## config.mk

```make
export PLATFORM = sky130hd
export DESIGN_NAME = wtoi_interp
export DESIGN_NICKNAME = d
export VERILOG_FILES = /design/src/design/wtoi_pkg.sv /design/src/design/wtoi_interp.sv
export SDC_FILE = /design/constraint.sdc
export NUM_CORES = 1
export LEC_CHECK = 0
export BUFFER_PORTS_ARGS = -buffer_cell sky130_fd_sc_hd__buf_2
export CORE_AREA = 2 2 175 194
export DETAILED_ROUTE_END_ITERATION = 12
export DIE_AREA = 0 0 177 196
export SYNTH_ARGS = -nofsm -noshare
export SYNTH_HDL_FRONTEND = slang
export SYNTH_SLANG_ARGS = --single-unit
```

## constraint.sdc

```tcl
create_clock -name vclk -period 68.5
set_clock_uncertainty 0.2 [all_clocks]
set_input_delay 20.55 -clock vclk [all_inputs]
set_output_delay 20.55 -clock vclk [all_outputs]
set_load 0.05 [all_outputs]
```

## src/design/wtoi_pkg.sv

```systemverilog
// Shared types and constants for the wavetable oscillator.
`default_nettype none

package wtoi_pkg;

  localparam int unsigned SEGMENTS   = 32;
  localparam int unsigned IDX_W      = 5;
  localparam int unsigned CNT_W      = 34;
  localparam int unsigned STEP_W     = 32;
  localparam int unsigned SAMPLE_W   = 16;
  localparam int unsigned FRAC_W     = 17;
  localparam int unsigned CFG_ADDR_W = 3;
  localparam int unsigned CFG_DATA_W = 64;

  localparam logic [CNT_W-1:0]  ONE_Q16    = 34'h0_0001_0000;
  localparam logic [STEP_W-1:0] STEP_RESET = 32'd6144000;

  typedef logic signed [SAMPLE_W-1:0] sample_t;

  // Code 3 behaves like a full clear.
  typedef enum logic [1:0] {
    RESTART_NONE      = 2'd0,
    RESTART_RELOAD    = 2'd1,
    RESTART_CLEAR     = 2'd2,
    RESTART_CLEAR_ALT = 2'd3
  } restart_t;

  typedef enum logic [CFG_ADDR_W-1:0] {
    REG_STEP_SIZE = 3'd0,
    REG_WAVE_LOW  = 3'd1,
    REG_WAVE_HIGH = 3'd2,
    REG_LEVELS_A  = 3'd3,
    REG_LEVELS_B  = 3'd4,
    REG_LEVELS_C  = 3'd5,
    REG_LEVELS_D  = 3'd6
  } reg_idx_t;

endpackage

`default_nettype wire

```

## src/design/wtoi_interp.sv

```systemverilog
// Linear interpolation between the previous sample and the new level.
`default_nettype none

module wtoi_interp (
  input  wtoi_pkg::sample_t                 prev,
  input  wtoi_pkg::sample_t                 level,
  input  logic [wtoi_pkg::FRAC_W-1:0]       frac,
  output wtoi_pkg::sample_t                 sample
);

  logic signed [16:0] diff;
  logic signed [34:0] prod;
  logic signed [34:0] prod_adj;
  logic signed [18:0] step_q;
  logic signed [17:0] sum;

  assign diff = {level[15], level} - {prev[15], prev};
  assign prod = diff * $signed({1'b0, frac});

  // bias negative products so the shift truncates toward zero
  assign prod_adj = prod[34] ? prod + 35'sd65535 : prod;
  assign step_q   = prod_adj[34:16];

  // result stays between prev and level, so the low 16 bits are exact
  assign sum    = {{2{prev[15]}}, prev} + step_q[17:0];
  assign sample = sum[15:0];

endmodule

`default_nettype wire

```

==> flow_summary.ini <==
[die]
num_rows = 70
fp.coreArea_sq_mm = 0.03284
start_util_pct = 38.34
dieHeight_microns = 196
io_pins = 65
dieArea_sq_mm = 0.03469
die_x_microns = 177

[finish]
nets = 2011
num_antenna_cells = 0
drive_gt1_share_pct = 6.675
clock_buffers = 0
final_area_sq_mm = 0.01329
seq_area_sq_um = 0
seq_cells = 0
final_common_cell = inv_1
final_cell_mix = inv_1, fa_1, nand2_1, ha_1, and2_1
syn_to_final_growth_pct = 5.524

[global_route]
grtUsageMet3_pct = 0.3101
gr-usage-all-layers_pct = 19.76
top_usage_layer = met2
grt_pass1_vias = 10700
gr-usage-met1_pct = 27.53
grt_overflow_total = 0
antenna_found_initial = 2
grt_max_degree = 50
use_met2_pct = 35.52
grt_pass1_wl_microns = 55430

[min_path]
hp-class = primary input to output port

[setup_path]
cp-start-kind = primary input
cp.required_ps = 47750
cp-end-kind = output port
slowest_delay_ps = 750
critPathKind = primary input to output port
cp_max_fo = 11
crit_arrival_ps = 31860
cp_common_cell = fa_1
critical-path-slowest-cell = nor2_1

[sta]
slew_violations = 0
max_freq_mhz = 19.01
tightestPinTransition_ps = 1139
setup_viol = 0
period_needed_ps = 52610
post-route-period-util_pct = 76.80
final-hold-violation-count = 0
slew_headroom_pct = 23.78
finalSetupTns_ps = 0
rsz0062_at_grt = no

[drt]
route.detailed.drc = 0
drtIter0Drc = 737
viasPerCell = 5.298
wl_per_cell_microns = 16.86
ant_nets = 0
vias = 10620
first_pass_iters = 5
routed_wl_microns = 33810

[run_status]
status = finished clean

[clocking]
ctsResizeCount = 0
hold_buffers = 0
post-cts-setup-buffers = 0

[logic_synthesis]
syn_inst = 1572
synth_nets = 2008
ys_warn_count = 0
synth_area_per_cell_sq_um = 8.011
ys_seq_area_share_pct = 0
syn_area_sq_mm = 0.01259
synthDistinctLibCells = 67

[place]
gp_congestion = 0.8993
io_buffers = 65
placed_area_sq_mm = 0.01329
place_hpwl_microns = 27650

[flow_run]
drv_cap = 0
==> cell usage after synthesis, types with 3 or more instances <==
master,count,area [sq um]
o2111ai_1,3,26.28
o21bai_1,3,22.52
a21oi_1,36,180.2
o21a_1,6,45.04
fa_1,226,4524
a211oi_1,9,67.56
a2111oi_0,4,35.03
nor4_1,4,25.02
xnor2_1,40,350.3
inv_1,333,1250
nand3b_1,19,142.6
nor2b_1,23,143.9
or2_2,6,37.54
clkbuf_1,76,285.3
nand3_1,48,240.2
o21ai_0,40,200.2
xor2_1,17,148.9
and2_1,75,469.2
ha_1,161,2014
o211ai_1,11,82.58
or3_1,10,62.56
nor3_1,29,145.1
o31ai_1,5,37.54
a311oi_1,8,70.07
nand4_1,8,50.05
a211o_1,4,35.03
o311ai_0,16,140.1
a31oi_1,14,87.58
and3_1,19,118.9
nand2b_1,14,87.58
a31o_2,3,26.28
a21o_1,15,112.6
nor2_1,66,247.7
buf_4,3,22.52
nand2_1,179,671.9
==> final timing paths <==
path | start | depth (start not counted) | slack [ps] | end
max | prev[0] | 43 | 15890 | sample[15]
min | prev[0] | 3 | 41380 | sample[0]
==> per-layer routing <==
metal	wire length, microns	up-vias
met5	0	-
met4	403	0
met3	1394	27
met2	17120	233
met1	14890	5360
li1	-	5003
==> through the flow <==
step / cells / utilization, % / hold WS, ps / worst slack [ps]
final: 2005 / 40.46 / 41380 / 15890
after global routing: 2005 / 40.46 / 41390 / 15090
after CTS: 2005 / 40.46 / 41380 / 15980
after detailed placement: 2005 / 40.46 / 41380 / 16030
after global placement: 2005 / 40.46 / 41370 / 16230
after floorplan: 1572 / - / 41280 / 17050
==> final cells by class <==
class	count	area, sq um
fillers	3437	19560
multi-input cells	1157	11040
inverters	333	1250
well taps	432	540.5
repair buffers	83	460.4
==> kinds of logic after synthesis <==
family	share of synthesized area [%]
AOI/OAI and AO/OA	10.90
xor gates and xnor gates	4.143
adders and majority gates	51.92
buffers and inverters	12.53
muxes	0.08941
and+or+nand+nor	20.42
==> critical path, delay by kind of cell <==
| family | cells | cell delay [ps] |
|---|---|---|
| AO/OA/AOI/OAI | 15 | 3020 |
| adder cells (fa/ha/maj) | 10 | 4680 |
| buffers and inverters | 6 | 610 |
| XOR/XNOR | 4 | 930 |
| AND/OR/NAND/NOR | 8 | 2050 |
Power is not shown: default switching activity piles up to over one toggle a cycle in this logic, so the estimate is an artifact.
